File: config.mk
export PLATFORM = sky130hd
export DESIGN_NAME = rc_frame_deframer_scaler
export DESIGN_NICKNAME = d
export VERILOG_FILES = /design/src/design/rcfds_pkg.sv /design/src/design/rcfds_parser.sv /design/src/design/rcfds_scaler.sv /design/src/design/rc_frame_deframer_scaler.sv
export SDC_FILE = /design/constraint.sdc
export NUM_CORES = 1
export LEC_CHECK = 0
export BUFFER_PORTS_ARGS = -buffer_cell sky130_fd_sc_hd__buf_2
export CAP_MARGIN = 20
export CORE_ASPECT_RATIO = 1.25
export CORE_UTILIZATION = 58
export DETAILED_ROUTE_END_ITERATION = 16
export PLACE_DENSITY_LB_ADDON = 0.2
export SYNTH_ARGS = -nofsm -noshare
export SYNTH_HDL_FRONTEND = slang
export SYNTH_SLANG_ARGS = --single-unit
File: constraint.sdc
create_clock -name clk -period 8.1 [get_ports clk]
set_clock_uncertainty 0.2 [all_clocks]
set_input_delay 1.62 -clock clk [delete_from_list [all_inputs] [get_ports clk]]
set_output_delay 1.62 -clock clk [all_outputs]
set_load 0.02 [all_outputs]
File: src/design/rcfds_pkg.sv
package rcfds_pkg;

  localparam int PayloadLen = 5;

  localparam logic [7:0] START_BYTE = 8'h66;
  localparam logic [7:0] END_BYTE   = 8'h99;
  localparam logic [7:0] CENTER     = 8'h80;

  localparam logic signed [28:0] CENTER_BASE_Q16 = 29'sd98304000;
  localparam logic [27:0]        THRUST_BASE_Q16 = 28'd65536000;
  localparam logic signed [19:0] ROLL_GAIN_Q16   = 20'sd426667;
  localparam logic signed [19:0] YAW_GAIN_Q16    = 20'sd258271;
  localparam logic [17:0]        THRUST_GAIN_Q16 = 18'd256004;

  typedef struct packed {
    logic                             valid;
    logic [PayloadLen-1:0][7:0]       payload;
  } frame_t;

  typedef struct packed {
    logic [7:0]  command_bits;
    logic [10:0] thrust_width;
    logic [10:0] yaw_width;
    logic [11:0] pitch_width;
    logic [11:0] roll_width;
  } result_t;

endpackage

File: src/design/rcfds_parser.sv
module rcfds_parser (
  input  logic                 clk,
  input  logic                 rst,
  input  logic                 in_valid,
  input  logic [7:0]           in_byte,
  output rcfds_pkg::frame_t    frame
);

  typedef enum logic [1:0] {PH_WAIT, PH_DATA, PH_CHK, PH_END} phase_t;

  phase_t     phase;
  logic [2:0] payload_count;
  logic [rcfds_pkg::PayloadLen-1:0][7:0] payload_store;
  logic [7:0] checksum;

  always_comb begin
    checksum = '0;
    for (int i = 0; i < rcfds_pkg::PayloadLen; i++) begin
      checksum = checksum ^ payload_store[i];
    end
  end

  always_ff @(posedge clk) begin
    if (rst) begin
      phase         <= PH_WAIT;
      payload_count <= '0;
    end else if (in_valid) begin
      case (phase)
        PH_WAIT: begin
          if (in_byte == rcfds_pkg::START_BYTE) begin
            payload_count <= '0;
            phase         <= PH_DATA;
          end
        end
        PH_DATA: begin
          payload_count <= payload_count + 3'd1;
          if (payload_count == 3'(rcfds_pkg::PayloadLen - 1)) begin
            phase <= PH_CHK;
          end
        end
        PH_CHK: begin
          phase <= (checksum == in_byte) ? PH_END : PH_WAIT;
        end
        default: begin
          phase <= PH_WAIT;
        end
      endcase
    end
  end

  always_ff @(posedge clk) begin
    if (in_valid && phase == PH_DATA) begin
      for (int i = 0; i < rcfds_pkg::PayloadLen; i++) begin
        if (payload_count == 3'(i)) begin
          payload_store[i] <= in_byte;
        end
      end
    end
  end

  assign frame.valid   = in_valid && phase == PH_END && in_byte == rcfds_pkg::END_BYTE;
  assign frame.payload = payload_store;

endmodule

File: src/design/rcfds_scaler.sv
module rcfds_scaler (
  input  rcfds_pkg::frame_t   frame,
  output rcfds_pkg::result_t  result
);

  logic signed [8:0]  roll_offset;
  logic signed [8:0]  pitch_offset;
  logic signed [8:0]  yaw_offset;
  logic signed [28:0] roll_acc;
  logic signed [28:0] pitch_acc;
  logic signed [28:0] yaw_acc;
  logic [27:0]        thrust_acc;

  assign roll_offset  = $signed({1'b0, frame.payload[0]}) - $signed({1'b0, rcfds_pkg::CENTER});
  assign pitch_offset = $signed({1'b0, frame.payload[1]}) - $signed({1'b0, rcfds_pkg::CENTER});
  assign yaw_offset   = $signed({1'b0, frame.payload[3]}) - $signed({1'b0, rcfds_pkg::CENTER});

  assign roll_acc  = rcfds_pkg::CENTER_BASE_Q16
                   + 29'(roll_offset) * 29'(rcfds_pkg::ROLL_GAIN_Q16);
  assign pitch_acc = rcfds_pkg::CENTER_BASE_Q16
                   + 29'(pitch_offset) * 29'(rcfds_pkg::ROLL_GAIN_Q16);
  assign yaw_acc   = rcfds_pkg::CENTER_BASE_Q16
                   + 29'(yaw_offset) * 29'(rcfds_pkg::YAW_GAIN_Q16);
  assign thrust_acc = rcfds_pkg::THRUST_BASE_Q16
                    + 28'(frame.payload[2]) * 28'(rcfds_pkg::THRUST_GAIN_Q16);

  assign result.roll_width   = roll_acc[27:16];
  assign result.pitch_width  = pitch_acc[27:16];
  assign result.yaw_width    = yaw_acc[26:16];
  assign result.thrust_width = thrust_acc[26:16];
  assign result.command_bits = frame.payload[4];

endmodule

File: src/design/rc_frame_deframer_scaler.sv
// Control-link frame parser with servo pulse-width scaling. Received bytes
// enter on the slave stream, one per cycle at full rate while tready is high; a frame
// is a start byte 0x66, five payload bytes, an XOR checksum byte and an end
// byte 0x99, and each valid frame yields one master transaction with the roll,
// pitch, yaw and thrust widths in microseconds and the raw command byte. A
// byte is registered, parsed and scaled in the following cycle, and the result
// is registered. A two-entry output buffer absorbs stalls; the input deasserts
// tready only while that buffer is full or about to be.
module rc_frame_deframer_scaler (
  input  logic        clk,
  input  logic        rst,
  input  logic        s_tvalid,
  output logic        s_tready,
  input  logic [7:0]  s_tdata,   // rx_byte[7:0]
  output logic        m_tvalid,
  input  logic        m_tready,
  output logic [55:0] m_tdata    // roll_width[11:0], pitch_width[23:12], yaw_width[34:24],
                                 // thrust_width[45:35], command_bits[53:46], zero[55:54]
);

  logic                in_valid;
  logic [7:0]          in_byte;
  rcfds_pkg::frame_t   frame;
  rcfds_pkg::result_t  result;
  logic                out_valid;
  rcfds_pkg::result_t  out_data;
  logic                skid_valid;
  rcfds_pkg::result_t  skid_data;
  logic                pop;

  assign pop      = out_valid && m_tready;
  assign s_tready = !skid_valid && !(out_valid && in_valid && !m_tready);

  always_ff @(posedge clk) begin
    if (rst) begin
      in_valid <= 1'b0;
    end else begin
      in_valid <= s_tvalid && s_tready;
    end
  end

  always_ff @(posedge clk) begin
    if (s_tvalid && s_tready) begin
      in_byte <= s_tdata;
    end
  end

  rcfds_parser u_parser (
    .clk      (clk),
    .rst      (rst),
    .in_valid (in_valid),
    .in_byte  (in_byte),
    .frame    (frame)
  );

  rcfds_scaler u_scaler (
    .frame  (frame),
    .result (result)
  );

  always_ff @(posedge clk) begin
    if (rst) begin
      out_valid  <= 1'b0;
      skid_valid <= 1'b0;
    end else if (!out_valid || pop) begin
      if (skid_valid) begin
        out_valid  <= 1'b1;
        out_data   <= skid_data;
        skid_valid <= 1'b0;
      end else begin
        out_valid <= frame.valid;
        out_data  <= result;
      end
    end else if (frame.valid) begin
      skid_valid <= 1'b1;
      skid_data  <= result;
    end
  end

  assign m_tvalid = out_valid;
  assign m_tdata  = {2'b00, out_data};

endmodule

==> results of run 1 <==
[Yosys cell counts, drive strengths merged (4+ instances only)]
cell	instances
mux2	39
fa	109
xnor2	71
and3	5
nand2b	7
nand2	56
nor3	15
a21boi	4
clkbuf	5
o21ai	25
nand3	17
nor2b	4
and2	9
xor2	20
edfxtp	156
o31ai	7
a31oi	5
or2	5
nand4	9
ha	303
buf	5
a221oi	4
inv	262
a21o	19
a21oi	47
o21bai	4
nor2	42
nand4b	5
o21a	5
dfxtp	8
[cells in the final DEF, fill, tap and decap left out, types with 18 or more instances in the layout]
cell / synthesis / routed
nor2_1: 42 / 41
nand2_1: 56 / 56
a21oi_1: 42 / 42
xor2_1: 20 / 20
ha_1: 303 / 303
buf_2: 0 / 67
inv_1: 261 / 261
o21ai_0: 18 / 18
fa_1: 109 / 109
a21o_1: 19 / 19
mux2_2: 38 / 38
xnor2_1: 70 / 70
edfxtp_1: 156 / 156
[worst max-delay path: stages, from the launching register on]
cell	delay, ps
edfxtp_1	580
inv_1	170
fa_1	440
inv_1	200
fa_1	470
fa_1	470
fa_1	540
inv_1	50
fa_1	490
inv_1	40
ha_1	190
a2111oi_0	310
o21ai_1	180
nand4_1	130
o2111ai_1	230
a31oi_1	280
o21bai_1	110
xnor2_1	150
mux2_2	270
[per-layer routing]
layer / track usage, % / up-vias
met2: 43.18 / 128
li1: - / 4638
met4: 6.875 / 0
met1: 27.21 / 4633
met3: 2.325 / 34
met5: 0 / -
[kinds of logic after synthesis]
kind of cell,Yosys count
buffers and inverters,272
multiplexers,42
AND/OR/NAND/NOR,191
other,1
adder cells (fa/ha/maj),412
flip-flops,164
XOR/XNOR,91
AO/OA/AOI/OAI,140
[power by group through the flow]
| stage | logic [mW] | registers, mW | clock network (mW) |
|---|---|---|---|
| finish | 0.0398 | 0.941 | 0.825 |
| global route | 0.0431 | 0.941 | 0.869 |
| CTS | 0.0406 | 0.941 | 0.835 |
| detailed placement | 0.0404 | 0.959 | 0 |
| global placement | 0.0400 | 0.959 | 0 |
| floorplan | 0.0161 | 0.966 | 0 |
[layout make-up]
cell class                      count  area (um^2)  area share, %
Multi-Input combinational cell    878         9209          56.06
Sequential cell                   164         4846          29.50
Inverter                          262        983.4          5.987
Clock buffer                       17        425.4          2.590
Tap cell                          335        419.2          2.552
Timing Repair Buffer               71        369.1          2.247
Clock inverter                     14        175.2          1.066
[flip-flops by register name, indices dropped and copies added, names as in the netlist]
name	flops
skid_valid	1
in_byte	8
m_tdata	54
m_tvalid	1
in_valid	1
skid_data	54
u_parser.frame	40
u_parser.payload_count	3
u_parser.phase	2
[stage by stage]
| step | power (mW) | instance area (um^2) | hold WS, ps | cells |
|---|---|---|---|---|
| floorplan | 0.9824 | 15070 | 264.8 | 1314 |
| global placement | 0.9991 | 15820 | 283.2 | 1709 |
| detailed placement | 0.9996 | 15830 | 291.1 | 1710 |
| CTS | 1.817 | 16430 | 305.2 | 1741 |
| global route | 1.853 | 16430 | 316.9 | 1741 |
| finish | 1.806 | 16430 | 302.1 | 1741 |
[path summary, 6_finish.rpt]
path                   endpoint  cells after the start  slack, ps
setup / recovery    m_tdata[34]                     18       2340
setup reg to reg    m_tdata[34]                     18       2340
hold / removal    skid_data[53]                      0        300
hold reg to reg   skid_data[53]                      0        300
==> flow_summary.ini, run 1 <==
[timing]
rsz0062_at_grt = no
hold_violations = 0
drv_slew = 0
fmax_mhz = 173.5
setup_viol = 0
fin_ws_ps = 2336
tightest_slew_ps = 949.5
slew_headroom_pct = 36.70
tns_ps = 0
min_period_ps = 5764
timing.final.crit_share_pct = 71.16

[place]
gp_routability_congestion = 0.8523
port_buffers = 67
hpwl_mm = 22.70
pre_cts_slack_ps = 2304

[yosys]
synthArstFlopShare_pct = 0
synth-simple-area-share_pct = 6.387
avgSynthCellArea_um2 = 11.47
ys_warn_count = 0
yosysUniqueCellTypes = 66
synth.mux.area_fraction_pct = 3.139
synth_top_family_by_area = adder cells
synth_xor_area_share_pct = 5.340
yosysTopAreaCell = edfxtp_1
ys_seq_elements = 164
synth-compound-area-share_pct = 6.478
yosys_most_used_dff = edfxtp_1
synth_area_mm2 = 0.01507
seq_area_frac_synth_pct = 32.16
synthAdderAreaFrac_pct = 39.65
synth_edf_count = 156
synth_area_leaders = edfxtp_1, ha_1, fa_1
synth_top_cell_area_share_pct = 31.09
synthCells = 1313

[route]
met2_length_mm = 15.02
wl_per_cell_um = 16.29
wirelength_mm = 28.36
drc = 0
initialDrtViolationCount = 361
drtAntennaViolNets = 0
dr_wl_met3_um = 619
highest_layer = met4
firstDrtPassIters = 4
via_per_inst = 5.418
m1WireLength_mm = 12.19
vias = 9433

[clocking]
cts_buffers = 17
cts_root_buffer = clkbuf_16
cts_hold_buf = 0
clock_sinks = 164
cts_setup_buffers = 0
clk_path_buf_depth = 2
path_clk_slew_ps = 60
post_cts_resized = 0
htree_levels = 4
clk_latency_ps = 430
cts_tree = built

[worst_hold_path]
hp-start = u_parser.frame[39]
min_path_type = flop to flop

[finish]
layout-drive-gt1-share_pct = 11.45
fin_util_pct = 64.74
finalNetCount = 1818
antennaDiodeCount = 0
fillCellCount = 2013
area_delta_synth_final_pct = 9.036

[die]
placementRows = 65
core_mm2 = 0.02537
fp.dieArea_mm2 = 0.02663
start_util_pct = 59.37
die_x_um = 146.2
die_h_um = 182.2
io_pins = 70

[setup_path]
end_kind = flop
worstSetupPathType = flop to flop
worstSetupStartpoint = u_parser.frame[27]
cp_max_fo = 8
crit_required_ps = 8080
crit_arrival_ps = 5740
critPathLaunchType = flop
r2r-start = u_parser.frame[27]

[grt]
antenna_found_initial = 0
globalRouteOverflowTotal = 0
grt_max_degree = 43
grt_pass1_vias = 10070
grt_pass1_wl_mm = 48.13
grtUsageTotal_pct = 22.87

[pwr]
clock_power_share_pct = 45.7
combPwrFrac_pct = 2.2
switching_share_pct = 22.00
p_per_area_mw_per_mm2 = 109.9
p_int_mw = 1.409
power_leakage_nw = 7.888
seq_power_share_pct = 52.1
switchingPower_mw = 0.3973
ir_worst_vdd_mv = 0.1515

[status]
outcome = completed

[job]
drv_cap = 0
(Power assumes the default switching activity.)
==> run 2: changes to the inputs <==
clock period = 5.4 ns   (was 8.1 ns; I/O delays follow)
==> run 2 against run 1 <==
First-iteration DRC count up 2.2%. Die area stayed put. Via count up 2.1%. Clock power up 52%. Count of clock-buffer cells in the layout up 1. Routed wire length grew 4.1%. Maximum frequency is 11% higher. Critical path type unchanged. Largest power group unchanged.
==> flow_summary.ini, run 2 (synthesized netlist as in run 1, its figures left out) <==
[pwr]
p_per_area_mw_per_mm2 = 161.3
ir_worst_vdd_mv = 0.2321
power_leakage_nw = 8.126

[setup_path]
cp_max_fo = 4
r2r_cells = 18
cpLargestDelayFamily = adder cells
max_stage_delay_ps = 560
r2r-start = u_parser.frame[27]
r2r-end = m_tdata[34]
crit_chain = inv_1 > fa_1 > inv_2 > fa_1 > fa_1 > fa_1 > inv_1 > fa_1 > inv_1 > ha_1 > o21a_1 > o21a_1 > nand4_1 > o2111ai_2 > a31oi_1 > o21bai_1 > xnor2_1 > mux2_2
r2r_setup_slack_ps = 200
crit_end = m_tdata[34]
end_kind = flop
cp.depth = 18
critPathMostFrequentCell = fa_1
crit_buf_inv = 4
worstSetupPathType = flop to flop
critPathLaunchType = flop
cp_slowest_cell = fa_1
crit_arrival_ps = 5190
crit_required_ps = 5400
worstSetupStartpoint = u_parser.frame[27]

[timing]
rsz0062_at_grt = yes
tns_ps = 0
timing.final.crit_share_pct = 96.25
holdWs_ps = 306.0
slew_headroom_pct = 38.67
fmax_mhz = 192.4
setup_viol = 0
drv_slew = 0
tightest_slew_ps = 918.6
min_period_ps = 5198
hold_violations = 0

[route]
vias = 9635
drtAntennaViolNets = 0
wirelength_mm = 29.52
via_per_inst = 5.389
wl_per_cell_um = 16.51
firstDrtPassIters = 4
initialDrtViolationCount = 369
drc = 0

[grt]
grt_max_degree = 43
grt_pass1_wl_mm = 49.08
grt_pass1_vias = 10110
grtUsageTotal_pct = 23.73
globalRouteOverflowTotal = 0
antenna_found_initial = 0

[die]
start_util_pct = 59.37
core_mm2 = 0.02537
die_x_um = 146.2
fp.dieArea_mm2 = 0.02663
die_h_um = 182.2
io_pins = 70
placementRows = 65

[place]
hpwl_mm = 23.34
dpl-instance-area_mm2 = 0.01610
gp_routability_congestion = 0.9418
port_buffers = 67
post-place-cells = 1746

[finish]
antennaDiodeCount = 0
area_delta_synth_final_pct = 11.83
final_cell_mix = ha_1, inv_1, edfxtp_1
layout_commonest_cell = ha_1
layout-drive-gt1-share_pct = 15.42
postLayoutCellArea_mm2 = 0.01685
fin_cells = 1788
fin_util_pct = 66.40
finalNetCount = 1864

[worst_hold_path]
hold_depth = 2
min_path_type = flop to flop

[clocking]
clk_latency_ps = 440
cts_tree = built
htree_levels = 4
cts_hold_buf = 0
cts_buffers = 17
clock_sinks = 164
clk_path_buf_depth = 2
cts_root_buffer = clkbuf_16
path_clk_slew_ps = 70

[status]
outcome = completed

[job]
drv_cap = 0
-- run 2: changes by cell type in the layout (fill, tap and decap cells not counted), moves of 2 or more --
cell      delta
a211oi_1     -2
a211oi_2     +2
a21oi_1      -2
a21oi_2      +2
buf_4       +47
clkinv_4     -2
inv_8        +3
o21ai_0      -2
o21ai_1      +2
-- run 2: worst min path at each step --
stage	startpoint	endpoint	slack (ps)
after CTS	u_parser.payload_count[1]	u_parser.payload_count[1]	310
after detailed placement	u_parser.payload_count[1]	u_parser.payload_count[1]	300
after global placement	u_parser.payload_count[1]	u_parser.payload_count[1]	280
after floorplan	u_parser.payload_count[1]	u_parser.payload_count[1]	260
after global routing	u_parser.frame[39]	skid_data[53]	350
final	u_parser.payload_count[1]	u_parser.payload_count[1]	310
-- run 2: report_power, final --
group | internal [mW] | switching, mW | total [mW] | leakage (nW)
Sequential | 1.40 | 0.0146 | 1.41 | 1.51
Combinational | 0.0203 | 0.0398 | 0.0602 | 6.32
Clock | 0.663 | 0.583 | 1.25 | 0.291
-- run 2: repair_timing --
action	4_1_cts	5_1_grt
endpoints found under the setup margin	0	28
gates resized for setup	0	20
setup buffers	0	10
-- run 2: tightest hold or removal path: cells and delay by family, from the launching register on --
kind | cells | cell delay [ps]
AND/OR/NAND/NOR | 1 | 70
AO/OA/AOI/OAI | 1 | 50
flip-flops | 1 | 350
-- run 2: per-layer routing --
metal	vias to the layer above	GRT usage [%]	share of wire, %
met1	4695	27.28	41
met4	0	9.667	3.4
met3	52	3.175	2.8
met2	168	44.17	53
li1	4720	-	-
met5	-	0	0
-- run 2: final cells by class --
cell class / count / area [um^2]
well taps: 335 / 419.2
clock inverters: 14 / 166.4
multi-input cells: 878 / 9294
fillers: 2005 / 8526
clock buffers: 18 / 429.2
inverters: 262 / 983.4
flip-flops and latches: 164 / 4846
repair buffers: 117 / 710.7
-- run 2: stage by stage --
stage	setup slack, ps	power (mW)
final	202.4	2.718
after global routing	-106.5	2.785
after CTS	49.38	2.740
after detailed placement	71.12	1.501
after global placement	151.7	1.500
after floorplan	112.6	1.474
==> run 3: changes to the inputs <==
clock period = 4.9 ns   (was 5.4 ns; I/O delays follow)
==> run 3 against run 2 <==
The run now ends with setup timing left. Die area unchanged. Final area increased by 7.7%. Non-clock buffer count increased by 90. Utilization increased by 5.1 points. Highest routed layer unchanged.
==> flow_summary.ini, run 3 (synthesized netlist as in run 1, its figures left out) <==
[grt]
grtUsageTotal_pct = 24.70
globalRouteOverflowTotal = 0
grt_pass1_vias = 10650
grt_pass1_wl_mm = 51.20
grt_max_degree = 41
antenna_found_initial = 0

[worst_hold_path]
hold_end = u_parser.payload_count[1]
hold_depth = 2
min_path_type = flop to flop
hp-start = u_parser.payload_count[1]

[place]
hpwl_mm = 24.32
gp_routability_congestion = 0.8917
pre_cts_slack_ps = -321.5
dpl-instance-area_mm2 = 0.01669
port_buffers = 67

[setup_path]
worstSetupPathType = flop to flop
r2r-end = m_tdata[32]
r2r-start = u_parser.frame[25]
max_stage_delay_ps = 550
cp_max_fo = 2
r2r_cells = 17
cpLargestDelayFamily = adder cells
end_kind = flop
crit_buf_inv = 6
crit_required_ps = 4890
crit_arrival_ps = 5060
crit_chain = buf_6 > buf_4 > fa_1 > fa_1 > fa_1 > fa_1 > ha_1 > ha_1 > nand4_1 > buf_4 > buf_4 > o2111ai_2 > buf_4 > buf_4 > nand2_1 > xnor2_1 > mux2_2
r2r_setup_slack_ps = -170
critPathMostFrequentCell = buf_4
cp_slowest_cell = fa_1
critPathLaunchType = flop

[timing]
timing.final.crit_share_pct = 103.4
drv_slew = 0
fmax_mhz = 197.3
min_period_ps = 5069
slew_headroom_pct = 35.32
hold_violations = 0
setup_viol = 12
fin_ws_ps = -168.6
tightest_slew_ps = 968.8
rsz0062_at_grt = yes

[finish]
postLayoutCellArea_mm2 = 0.01814
layout-drive-gt1-share_pct = 25.73
final_cell_mix = ha_1, inv_1, edfxtp_1
antennaDiodeCount = 0
finalNetCount = 1954
layout_commonest_cell = ha_1
area_delta_synth_final_pct = 20.41
fillCellCount = 1845

[die]
die_h_um = 182.2
start_util_pct = 59.37
placementRows = 65
fp.dieArea_mm2 = 0.02663
die_x_um = 146.2
io_pins = 70
core_mm2 = 0.02537

[route]
via_per_inst = 5.350
initialDrtViolationCount = 361
wl_per_cell_um = 16.90
firstDrtPassIters = 5
drtAntennaViolNets = 0
wirelength_mm = 31.73
vias = 10050
drc = 0

[clocking]
cts_root_buffer = clkbuf_16
path_clk_slew_ps = 80
clk_path_buf_depth = 2
cts_tree = built
cts_hold_buf = 0
cts_buffers = 17
htree_levels = 4
clk_latency_ps = 450
clock_sinks = 164

[status]
violations = setup timing
outcome = finished, violations left

[pwr]
ir_worst_vdd_mv = 0.2072
p_per_area_mw_per_mm2 = 165.3
p_total_mw = 3.000
power_leakage_nw = 8.648

[job]
drv_cap = 0
-- run 3: cell types whose count changed in the layout (fill, tap and decap cells not counted), sizes merged --
cell,change
buf,+90
clkbuf,+2
bufinv,-1
clkinv,-1
clkinvlp,+1
inv,-1
-- run 3: worst max path at each step --
stage	from	to	cells after the start
CTS	u_parser.frame[26]	m_tdata[32]	16
detailed placement	u_parser.frame[25]	m_tdata[30]	14
global placement	u_parser.frame[25]	m_tdata[30]	14
floorplan	u_parser.frame[27]	m_tdata[30]	17
global route	u_parser.frame[25]	m_tdata[34]	16
finish	u_parser.frame[25]	m_tdata[32]	17
-- run 3: power by group --
group	internal (mW)	switching, mW	leakage (nW)
clock network	0.740	0.635	0.293
registers	1.54	0.0159	1.51
logic	0.0229	0.0462	6.84
-- run 3: cell type report --
cell class,count,area (um^2),area share [%]
Sequential cell,164,4846,26.71
Multi-Input combinational cell,878,9862,54.36
Clock inverter,12,130.1,0.7173
Timing Repair Buffer,207,1416,7.807
Tap cell,335,419.2,2.311
Clock buffer,20,479.2,2.642
Inverter,262,988.4,5.449
-- run 3: metrics by stage --
stage	util (%)	hold WS, ps	cells	TNS, ps
finish	71.49	301.9	1878	-1080
global route	71.49	339.0	1878	-3247
CTS	69.40	305.4	1861	-862.5
detailed placement	65.76	294.9	1813	-2806
global placement	65.76	290.9	1813	-860.0
floorplan	-	264.8	1314	-694.3
-- run 3: what timing repair did --
item,CTS,global route
gates resized for setup,40,74
cloned,0,0
pin swaps,29,53
setup buffers,16,18
setup endpoints to repair,27,53
-- run 3: layer usage --
metal | vias to the layer above | GRT usage, % | part of all wire (%)
li1 | 4900 | - | -
met1 | 4921 | 28.30 | 41
met2 | 160 | 46.44 | 53
met3 | 67 | 2.950 | 3.1
met4 | 0 | 9.917 | 3.2
met5 | - | 0 | 0
-- run 3: worst min-delay path: cells and delay by family (launching register included) --
family,cells,cell delay [ps]
AO/OA/AOI/OAI,1,50
AND/OR/NAND/NOR,1,60
flip-flops,1,340
